[src/rtl/sha1_block_compression_macros.svh]
// Assertion macros shared by the SHA-1 block compression modules.
`ifndef SHA1_BLOCK_COMPRESSION_MACROS_SVH
`define SHA1_BLOCK_COMPRESSION_MACROS_SVH

// Same-cycle implication, checked at every rising edge outside reset.
`define SHA1BC_ASSERT_NOW(lbl, ante, cons, msg) \
    lbl: assert property (@(posedge clk) disable iff (!rst_n) (ante) |-> (cons)) \
        else $error(msg);

// Next-cycle implication, checked at every rising edge outside reset.
`define SHA1BC_ASSERT_NEXT(lbl, ante, cons, msg) \
    lbl: assert property (@(posedge clk) disable iff (!rst_n) (ante) |=> (cons)) \
        else $error(msg);

`endif

[src/rtl/sha1bc_pkg.sv]
// Types, constants and round functions shared by the SHA-1 block compression modules.
package sha1bc_pkg;

    localparam int WORD_W      = 32;
    localparam int WORDS       = 16;
    localparam int WCNT_W      = 4;
    localparam int ROUND_W     = 7;
    localparam int DIGEST_N    = 5;
    localparam int IDX_W       = 3;

    localparam logic [WCNT_W-1:0]  WCNT_LAST  = 4'd15;
    localparam logic [ROUND_W-1:0] ROUND_LAST = 7'd79;
    localparam logic [IDX_W-1:0]   IDX_LAST   = 3'd4;

    // Standard SHA-1 initial chaining value.
    localparam logic [WORD_W-1:0] SHA1_IV [DIGEST_N] = '{
        32'h67452301, 32'hefcdab89, 32'h98badcfe, 32'h10325476, 32'hc3d2e1f0
    };

    typedef enum logic [1:0] {
        ST_LOAD,
        ST_INIT,
        ST_ROUND,
        ST_FOLD
    } state_t;

    typedef enum logic [1:0] {
        PH_CHOOSE,
        PH_PARITY_LO,
        PH_MAJORITY,
        PH_PARITY_HI
    } phase_t;

    // Commands from the controller to the datapath.
    typedef struct packed {
        logic   load_word;
        logic   restart;
        logic   init_work;
        logic   round_en;
        phase_t phase;
        logic   fold;
    } cmd_t;

    // Status from the datapath to the controller.
    typedef struct packed {
        logic out_busy;
    } stat_t;

    function automatic logic [WORD_W-1:0] round_mix(
        input phase_t            ph,
        input logic [WORD_W-1:0] b,
        input logic [WORD_W-1:0] c,
        input logic [WORD_W-1:0] d
    );
        logic [WORD_W-1:0] res;
        case (ph)
            PH_CHOOSE:   res = (b & c) | (~b & d);
            PH_MAJORITY: res = (b & c) | (b & d) | (c & d);
            default:     res = b ^ c ^ d;
        endcase
        return res;
    endfunction

    function automatic logic [WORD_W-1:0] round_const(input phase_t ph);
        logic [WORD_W-1:0] res;
        case (ph)
            PH_CHOOSE:    res = 32'h5a827999;
            PH_PARITY_LO: res = 32'h6ed9eba1;
            PH_MAJORITY:  res = 32'h8f1bbcdc;
            default:      res = 32'hca62c1d6;
        endcase
        return res;
    endfunction

endpackage

[src/rtl/sha1bc_ctrl.sv]
// Controller: word counting, round sequencing and input flow control.
`include "sha1_block_compression_macros.svh"

module sha1bc_ctrl (
    input  logic                clk,
    input  logic                rst_n,
    input  logic                s_axis_tvalid,
    output logic                s_axis_tready,
    input  logic                s_axis_tuser,
    input  sha1bc_pkg::stat_t   stat,
    output sha1bc_pkg::cmd_t    cmd
);
    import sha1bc_pkg::*;

    state_t               state_reg, state_next;
    logic [WCNT_W-1:0]    wc_reg, wc_next;
    logic [ROUND_W-1:0]   round_reg, round_next;
    logic                 accept;

    // State and counter registers.
    always_ff @(posedge clk or negedge rst_n)
    begin
        if (!rst_n)
        begin
            state_reg <= ST_LOAD;
            wc_reg    <= '0;
            round_reg <= '0;
        end
        else
        begin
            state_reg <= state_next;
            wc_reg    <= wc_next;
            round_reg <= round_next;
        end
    end

    assign accept = s_axis_tvalid && s_axis_tready;

    // Next state and commands.
    always_comb
    begin
        state_next    = state_reg;
        wc_next       = wc_reg;
        round_next    = round_reg;
        s_axis_tready = 1'b0;
        cmd           = '0;
        cmd.phase     = PH_CHOOSE;
        case (state_reg)
            ST_LOAD:
            begin
                // Hold off a block's final request while the previous digest still drains.
                s_axis_tready = !(wc_reg == WCNT_LAST && stat.out_busy);
                if (accept)
                begin
                    cmd.load_word = 1'b1;
                    cmd.restart   = s_axis_tuser;
                    if (s_axis_tuser)
                    begin
                        wc_next = 4'd1;
                    end
                    else
                    begin
                        wc_next = wc_reg + 4'd1;
                        if (wc_reg == WCNT_LAST)
                        begin
                            state_next = ST_INIT;
                        end
                    end
                end
            end
            ST_INIT:
            begin
                cmd.init_work = 1'b1;
                round_next    = '0;
                state_next    = ST_ROUND;
            end
            ST_ROUND:
            begin
                cmd.round_en = 1'b1;
                if (round_reg < 7'd20)
                begin
                    cmd.phase = PH_CHOOSE;
                end
                else if (round_reg < 7'd40)
                begin
                    cmd.phase = PH_PARITY_LO;
                end
                else if (round_reg < 7'd60)
                begin
                    cmd.phase = PH_MAJORITY;
                end
                else
                begin
                    cmd.phase = PH_PARITY_HI;
                end
                if (round_reg == ROUND_LAST)
                begin
                    round_next = '0;
                    state_next = ST_FOLD;
                end
                else
                begin
                    round_next = round_reg + 7'd1;
                end
            end
            ST_FOLD:
            begin
                cmd.fold   = 1'b1;
                state_next = ST_LOAD;
            end
            default:
            begin
                state_next = ST_LOAD;
            end
        endcase
    end

    // Checks on the sequencing.
    `SHA1BC_ASSERT_NOW(a_ready_only_loading, s_axis_tready, state_reg == ST_LOAD,
        "input ready outside the loading state")
    `SHA1BC_ASSERT_NOW(a_round_in_range, state_reg == ST_ROUND, round_reg <= ROUND_LAST,
        "round counter beyond the last round")
    `SHA1BC_ASSERT_NEXT(a_fold_returns, state_reg == ST_FOLD,
        state_reg == ST_LOAD && wc_reg == '0 && round_reg == '0,
        "fold not followed by an empty loading state")

endmodule

[src/rtl/sha1bc_datapath.sv]
// Datapath: schedule window, round logic, chaining value and digest output buffer.
`include "sha1_block_compression_macros.svh"

module sha1bc_datapath (
    input  logic                               clk,
    input  logic                               rst_n,
    input  sha1bc_pkg::cmd_t                   cmd,
    output sha1bc_pkg::stat_t                  stat,
    input  logic [sha1bc_pkg::WORD_W-1:0]      message_word,
    output logic                               out_valid,
    input  logic                               out_ready,
    output logic [sha1bc_pkg::WORD_W-1:0]      digest_word,
    output logic [sha1bc_pkg::IDX_W-1:0]       digest_index,
    output logic                               out_last
);
    import sha1bc_pkg::*;

    logic [WORD_W-1:0] win_reg [WORDS];
    logic [WORD_W-1:0] cv_reg  [DIGEST_N];
    logic [WORD_W-1:0] buf_reg [DIGEST_N];
    logic [WORD_W-1:0] a_reg, b_reg, c_reg, d_reg, e_reg;
    logic [IDX_W-1:0]  idx_reg;
    logic              valid_reg;
    logic [WORD_W-1:0] sched_mix, win_in, temp_next;
    logic [WORD_W-1:0] fold_sum [DIGEST_N];
    logic              out_take;

    // Next schedule word from the fixed window taps, and what enters the window.
    assign sched_mix = win_reg[13] ^ win_reg[8] ^ win_reg[2] ^ win_reg[0];
    assign win_in    = cmd.load_word ? message_word : {sched_mix[WORD_W-2:0], sched_mix[WORD_W-1]};

    // Round sum: rotated a, round function, e, round constant, current schedule word.
    assign temp_next = {a_reg[WORD_W-6:0], a_reg[WORD_W-1:WORD_W-5]}
                     + round_mix(cmd.phase, b_reg, c_reg, d_reg)
                     + e_reg + round_const(cmd.phase) + win_reg[0];

    // Final additions into the chaining value.
    assign fold_sum[0] = cv_reg[0] + a_reg;
    assign fold_sum[1] = cv_reg[1] + b_reg;
    assign fold_sum[2] = cv_reg[2] + c_reg;
    assign fold_sum[3] = cv_reg[3] + d_reg;
    assign fold_sum[4] = cv_reg[4] + e_reg;

    // Schedule window: a shift line, oldest word at the bottom tap.
    always_ff @(posedge clk)
    begin
        if (cmd.load_word || cmd.round_en)
        begin
            for (int i = 0; i < WORDS - 1; i++)
            begin
                win_reg[i] <= win_reg[i+1];
            end
            win_reg[WORDS-1] <= win_in;
        end
    end

    // Working words.
    always_ff @(posedge clk)
    begin
        if (cmd.init_work)
        begin
            a_reg <= cv_reg[0];
            b_reg <= cv_reg[1];
            c_reg <= cv_reg[2];
            d_reg <= cv_reg[3];
            e_reg <= cv_reg[4];
        end
        else if (cmd.round_en)
        begin
            a_reg <= temp_next;
            b_reg <= a_reg;
            c_reg <= {b_reg[1:0], b_reg[WORD_W-1:2]};
            d_reg <= c_reg;
            e_reg <= d_reg;
        end
    end

    // Chaining value: restarted by the flag, updated at the end of a block.
    always_ff @(posedge clk or negedge rst_n)
    begin
        if (!rst_n)
        begin
            for (int i = 0; i < DIGEST_N; i++)
            begin
                cv_reg[i] <= SHA1_IV[i];
            end
        end
        else if (cmd.load_word && cmd.restart)
        begin
            for (int i = 0; i < DIGEST_N; i++)
            begin
                cv_reg[i] <= SHA1_IV[i];
            end
        end
        else if (cmd.fold)
        begin
            for (int i = 0; i < DIGEST_N; i++)
            begin
                cv_reg[i] <= fold_sum[i];
            end
        end
    end

    assign out_take = valid_reg && out_ready;

    // Digest buffer: shifts down one word per accepted result request.
    always_ff @(posedge clk)
    begin
        if (cmd.fold)
        begin
            for (int i = 0; i < DIGEST_N; i++)
            begin
                buf_reg[i] <= fold_sum[i];
            end
        end
        else if (out_take)
        begin
            for (int i = 0; i < DIGEST_N - 1; i++)
            begin
                buf_reg[i] <= buf_reg[i+1];
            end
            buf_reg[DIGEST_N-1] <= buf_reg[DIGEST_N-1];
        end
    end

    // Output valid and index.
    always_ff @(posedge clk or negedge rst_n)
    begin
        if (!rst_n)
        begin
            valid_reg <= 1'b0;
            idx_reg   <= '0;
        end
        else if (cmd.fold)
        begin
            valid_reg <= 1'b1;
            idx_reg   <= '0;
        end
        else if (out_take)
        begin
            valid_reg <= (idx_reg != IDX_LAST);
            idx_reg   <= idx_reg + 3'd1;
        end
    end

    assign out_valid     = valid_reg;
    assign digest_word   = buf_reg[0];
    assign digest_index  = idx_reg;
    assign out_last      = (idx_reg == IDX_LAST);
    assign stat.out_busy = valid_reg;

    // Checks on the output buffer.
    `SHA1BC_ASSERT_NOW(a_fold_into_empty, cmd.fold, !valid_reg,
        "digest buffer overwritten before it drained")
    `SHA1BC_ASSERT_NEXT(a_last_ends_run, out_take && idx_reg == IDX_LAST, !valid_reg,
        "results continue past the fifth digest word")

endmodule

[src/rtl/sha1_block_compression.sv]
// Top level of the SHA-1 block compression engine.
//
// Input channel s_axis: one 32-bit big-endian message word per request in tdata;
// tuser is set on a new message's first word and restarts the chaining value at the
// SHA-1 initial value (a partly received block is then dropped). Padding and
// length encoding are done by the sender.
// Loading takes one word per cycle unless the input stalls or the sixteenth word
// is held off. After the sixteenth word the block runs a set-up step, then the
// 80 rounds, one per cycle in a single round unit, then a final-addition step;
// the first digest word is valid once that final-addition step is done.
// Output channel m_axis: five requests per block, chaining words 0 to 4, with
// tlast on the fifth. They are held in a buffer, so the next block's words are
// taken while the digest drains; only a block's sixteenth word waits until the
// previous digest has gone. A stalled receiver holds the current word steady.
// Reset restores the initial chaining value, empties the output buffer and
// starts a new block count; the schedule window needs no reset.
module sha1_block_compression (
    input  logic        clk,
    input  logic        rst_n,
    input  logic        s_axis_tvalid,
    output logic        s_axis_tready,
    input  logic [31:0] s_axis_tdata,   // [31:0] message_word
    input  logic        s_axis_tuser,   // [0] new_message
    output logic        m_axis_tvalid,
    input  logic        m_axis_tready,
    output logic [39:0] m_axis_tdata,   // [31:0] digest_word, [34:32] digest_index, zero above
    output logic        m_axis_tlast
);
    import sha1bc_pkg::*;

    cmd_t              cmd;
    stat_t             stat;
    logic [WORD_W-1:0] digest_word;
    logic [IDX_W-1:0]  digest_index;

    sha1bc_ctrl u_ctrl (
        .clk           (clk),
        .rst_n         (rst_n),
        .s_axis_tvalid (s_axis_tvalid),
        .s_axis_tready (s_axis_tready),
        .s_axis_tuser  (s_axis_tuser),
        .stat          (stat),
        .cmd           (cmd)
    );

    sha1bc_datapath u_datapath (
        .clk          (clk),
        .rst_n        (rst_n),
        .cmd          (cmd),
        .stat         (stat),
        .message_word (s_axis_tdata),
        .out_valid    (m_axis_tvalid),
        .out_ready    (m_axis_tready),
        .digest_word  (digest_word),
        .digest_index (digest_index),
        .out_last     (m_axis_tlast)
    );

    // Pack the result fields, lowest first.
    assign m_axis_tdata = {5'd0, digest_index, digest_word};

endmodule

[config.mk]
export PLATFORM = sky130hd
export DESIGN_NAME = sha1_block_compression
export DESIGN_NICKNAME = d
export VERILOG_FILES = /design/src/rtl/sha1bc_pkg.sv /design/src/rtl/sha1bc_ctrl.sv /design/src/rtl/sha1bc_datapath.sv /design/src/rtl/sha1_block_compression.sv
export VERILOG_INCLUDE_DIRS = /design/src /design/src/rtl
export SDC_FILE = /design/constraint.sdc
export NUM_CORES = 2
export LEC_CHECK = 0
export ABC_AREA = 1
export BUFFER_PORTS_ARGS = -buffer_cell sky130_fd_sc_hd__buf_4
export CORE_ASPECT_RATIO = 1.75
export CORE_UTILIZATION = 55
export CTS_BUF_LIST = sky130_fd_sc_hd__clkbuf_4 sky130_fd_sc_hd__clkbuf_8
export DETAILED_ROUTE_END_ITERATION = 10
export GPL_ROUTABILITY_DRIVEN = 0
export PLACE_DENSITY_LB_ADDON = 0.05
export SLEW_MARGIN = 20
export SYNTH_ARGS = -nofsm -noshare
export SYNTH_HDL_FRONTEND = slang
export SYNTH_SLANG_ARGS = --single-unit
[constraint.sdc]
create_clock -name clk -period 33.8 [get_ports clk]
set_input_delay 8.45 -clock clk [delete_from_list [all_inputs] [get_ports clk]]
set_output_delay 8.45 -clock clk [all_outputs]
set_load 0.005 [all_outputs]
## Word level (Yosys, flattened, before mapping)

Memory sizes are Yosys's and may differ from the RTL's.
Index checks and enable logic that the tools add are counted.

| storage, ports and cells | value |
|---|---|
| register bits after elaboration | 337 |
| RAM bits | 672 |
| input bits | 37 |
| output and inout bits | 43 |
| word-level logic and storage cells | 125 |
| memories | 2 |

Memory list:

| name | words | bits a word | read ports | clocked after memory_dff | wr ports | line | text |
|---|---|---|---|---|---|---|---|
| u_datapath.win_reg | 16 | 32 | 16 | 0 | 16 | sha1bc_datapath.sv:18 | `logic [WORD_W-1:0] win_reg [WORDS];` |
| u_datapath.buf_reg | 5 | 32 | 5 | 0 | 5 | sha1bc_datapath.sv:20 | `logic [WORD_W-1:0] buf_reg [DIGEST_N];` |

| cells by class | value |
|---|---|
| $add $sub $neg | 12 |
| $lt $le $gt $ge | 3 |
| eq/ne operators | 13 |
| mux-type cells | 48 |
| bitwise logic cells | 18 |
| reduce and logical (&&, ||, !) cells | 14 |

Operators by type and width:

| kind | count |
|---|---|
| two-way mux 32 bit | 16 |
| two-way mux 160 bit | 2 |
| adder 32 bit | 9 |
| bitwise XOR 32 bit | 5 |
| bitwise AND 32 bit | 4 |
| bitwise OR 32 bit | 3 |
| case mux 32 bit (3 select lines) | 1 |
| case mux 32 bit (2 select lines) | 1 |
| inverter 32 bit | 1 |
| two-way mux 2 bit | 8 |
| less-than comparator 7 x 6 -> 1 bit (second input constant) | 2 |
| case mux 7 bit (2 select lines) | 1 |
| two-way mux 1 bit | 13 |
| two-way mux 3 bit | 3 |
| case mux 2 bit (4 select lines) | 1 |
| nonzero test 2 bit | 4 |
| adder 7 x 1 -> 7 bit (second input constant) | 1 |
| == test 7 bit (second input constant) | 1 |
| less-than comparator 7 x 5 -> 1 bit (second input constant) | 1 |
| two-way mux 7 bit | 1 |
| == test 2 bit (second input constant) | 3 |
| != test 2 x 1 -> 1 bit (second input constant) | 3 |
| bitwise OR 1 bit | 5 |
| adder 4 x 1 -> 4 bit (second input constant) | 1 |
| 13 further kinds | 18 |

## Depth between registers and ports, before layout

| depth | value |
|---|---|
| word-level depth | 13 |
| depth in mapped cells | 32 |
| mapped depth without buffers | 30 |

## Cells and area by module

From an unflattened synthesis, not the netlist that was laid out.

| second synthesis, totals | value |
|---|---|
| cells, all modules | 6027 |
| area total of the unflattened synthesis | 55315.6 um^2 |

By module, submodules not included:

| module | instances | cells each | area an instance (um^2) | sequential area each (um^2) |
|---|---|---|---|---|
| sha1bc_datapath | 1 | 5910 | 54398.4 | 29188.0 |
| sha1bc_ctrl | 1 | 111 | 875.8 | 325.3 |
| sha1_block_compression | 1 | 6 | 41.3 | 0.0 |

## Worst setup path after synthesis

OpenSTA, ideal clock, no wires.

| path | value |
|---|---|
| kind | input-to-reg |
| start | in s_axis_tvalid |
| end | mem u_datapath.win_reg[0][0], enable pin |
| library setup time | 3646 ps |
| arrival time | 16780 ps |
| data required time | 30154 ps |
| setup slack | 13374 ps |
| stages on the path | 2 |
| buffers on the path | 0 |
| cell sequence | nand2_8 > nand2_1 |

RTL lines:

| element | line | text |
|---|---|---|
| start, declared | sha1_block_compression.sv:20 | `input logic s_axis_tvalid,` |
| end, declared | sha1bc_datapath.sv:18 |  |

==> out/metrics.yaml <==
setup_violations: 0
core_area_um2: 99200
reg2reg_to: "u_datapath.a_reg[29]"
ys_seq_area_frac: 0.537
syn_area_um2: 55000
drcViolationCount: 0
cts_setup_buffers: 0
slew_violations: 0
p_leak_nw: 27.7
worstSkewPairLatency_ps: 900
firstDrtPassIters: 7
worst_path_most_repeated_cell: "buf_4"
layout.nets: 6434
ctsResizeCount: 0
synth_top_area_frac: 0.454
hold_path_end: "u_datapath.win_reg[2][36]"
yosysTopAreaCell: "edfxtp_1"
layout_commonest_cell: "nand2_1"
fmax_mhz: 80.5
fin_crit_sh: 0.368
cts_buffers: 149
drv_cap: 0
path_cells: "buf_4, nand2_8, nand2_4, buf_4, buf_4, buf_12, buf_4, buf_16"
cp_max_fo: 194
yosys_warnings: 0
die_y_um: 420
cts_root_buf: "clkbuf_8"
die_w_um: 241
clk_path_buf_depth: 3
grt_overflow: 0
wl_per_cell_um: 23.0
layout_common_cells: "nand2_1, inv_1, edfxtp_1, nand3_1, o21ai_0"
worst-slew-pin-transition_ps: 1050
grt_pass1_vias: 40600
synth_edf_count: 832
die-area_um2: 101000
rows: 153
crit_path_end_kind: "flip-flop"
cts.reportedPaths.clkPinSlew_ps: 70
cpPeakStageDelay_ps: 900
largest_reg_flops: 512
whs_ps: 399
arrival_ps: 12960
clock_skew_ps: 57.1
cp_top_family: "buffers and inverters"
async_reset_ff_frac: 0.175
wirelength_um: 173000
crit_slowest_cell: "buf_4"
crit_buf_inv: 6
hpwl_um: 127000
drtIter0Drc: 3757
place_area_um2: 56700
crit_type: "primary input to flip-flop"
vdd_drop_max_uv: 37.9
synthCells: 5962
fin_area_um2: 59900
grt_pass1_wl_um: 253000
drive_gt1_frac: 0.0802
yosysUniqueCellTypes: 49
power_density_nw_per_um2: 41.2
min_from: "u_datapath.win_reg[3][4]"
syn_to_final_growth_pct: 8.82
cp_data_required_time_ps: 34330
synth_seq_cells: 1009
grtUsageTotal: 0.352
vias: 41400
hold_class: "flip-flop to flip-flop"
hold_viol_final: 0
final_util: 0.604
cp-startpoint: "s_axis_tvalid"
clock-sinks: 1009
grt_antenna_before_repair: 7
synthTopCellsByArea: "edfxtp_1, nand2_1, inv_1, ha_1, fa_1"
tritoncts: "yes"
ant_nets: 0
r2r-start: "u_ctrl.state_reg[0]"
rsz0062_at_grt: "false"
io_pins: 80
setup_tns_ps: 0
slew_headroom: 0.290
r2r.worst_path.cells: 21
ctsHtreeMaxLevel: 4
ys.flop_type: "edfxtp_1"
grt_max_degree: 195
min_period_ps: 12430
syn_avg_cell_area_um2: 9.23
cts_hold_buf: 0
status: "completed"
worst_setup_path_start_kind: "primary input"
start_util: 0.555
r2r_setup_slack_ps: 26600
vias_per_cell: 5.51
min_delay_path_depth: 0
total_power_mw: 2.47
numPortBuffers: 74
## logic make-up after synthesis
| family | share of synthesized area |
|---|---|
| and+or+nand+nor | 0.207 |
| buffers and inverters | 0.0791 |
| DFF | 0.537 |
| AOI/OAI and AO/OA | 0.0589 |
| adders and majority gates | 0.0921 |
| xor gates and xnor gates | 0.0263 |
| other | 0.0000682 |
## Yosys cell counts (6+ instances only)
master,n
buf_6,7
nand4_1,50
a21oi_2,11
or2_1,10
xnor2_1,135
o22ai_1,23
o21ai_0,293
buf_4,39
fa_1,125
nor3_1,46
nand3b_1,18
nand2_1,2005
and3_1,6
a31oi_1,7
xor2_1,30
and2_1,23
o21bai_1,24
nor2_1,258
buf_2,42
or2_2,22
a22oi_1,33
ha_1,205
clkbuf_1,65
edfxtp_1,832
a21oi_1,158
inv_1,924
or2_0,14
dfstp_2,80
a22oi_2,8
dfrtp_1,97
nand3_1,337
## worst reg2reg max path, delay by kind of cell, from the launching register on
family	cells	cell delay [ps]
compound gates	1	620
fa+ha+maj	6	2630
buf+inv	5	1000
flops	1	420
simple gates	9	2280
## layer usage
layer,GRT usage,up-vias,part of all wire
met2,0.568,1626,0.47
met3,0.0718,692,0.063
met4,0.339,4,0.11
met1,0.381,19600,0.35
li1,-,19500,-
met5,0.00298,-,0.00019
## where the power goes
| group | internal [mW] | total, mW | switching (mW) |
|---|---|---|---|
| clock | 0.559 | 1.06 | 0.505 |
| sequential | 1.35 | 1.35 | 0.00579 |
| combinational | 0.0151 | 0.0522 | 0.0371 |
## metrics by stage
step                      worst slack (ps)  cells
after floorplan                      13370   5966
after global placement               20400   7232
after detailed placement             20270   7232
after CTS                            21290   7503
after global routing                 21100   7506
final                                21370   7509
## final cells by class
type | instances | area (um2)
Inverter | 929 | 3500
Fill cell | 8809 | 39300
Tap cell | 1317 | 1650
Antenna cell | 5 | 12.5
Clock inverter | 60 | 556
Sequential cell | 1009 | 29500
Multi-Input combinational cell | 3873 | 21200
Timing Repair Buffer | 105 | 840
Clock buffer | 211 | 2580
## worst max path at each step
stage / cells past startpoint / to
after global placement: 7 / u_datapath.win_reg[5][37]
after detailed placement: 7 / u_datapath.win_reg[4][5]
after global routing: 8 / u_datapath.win_reg[4][7]
after floorplan: 2 / u_datapath.win_reg[0][0]
after CTS: 7 / u_datapath.win_reg[6][5]
final: 8 / u_datapath.win_reg[2][37]
Note: power is estimated with default switching activity, not from simulation.
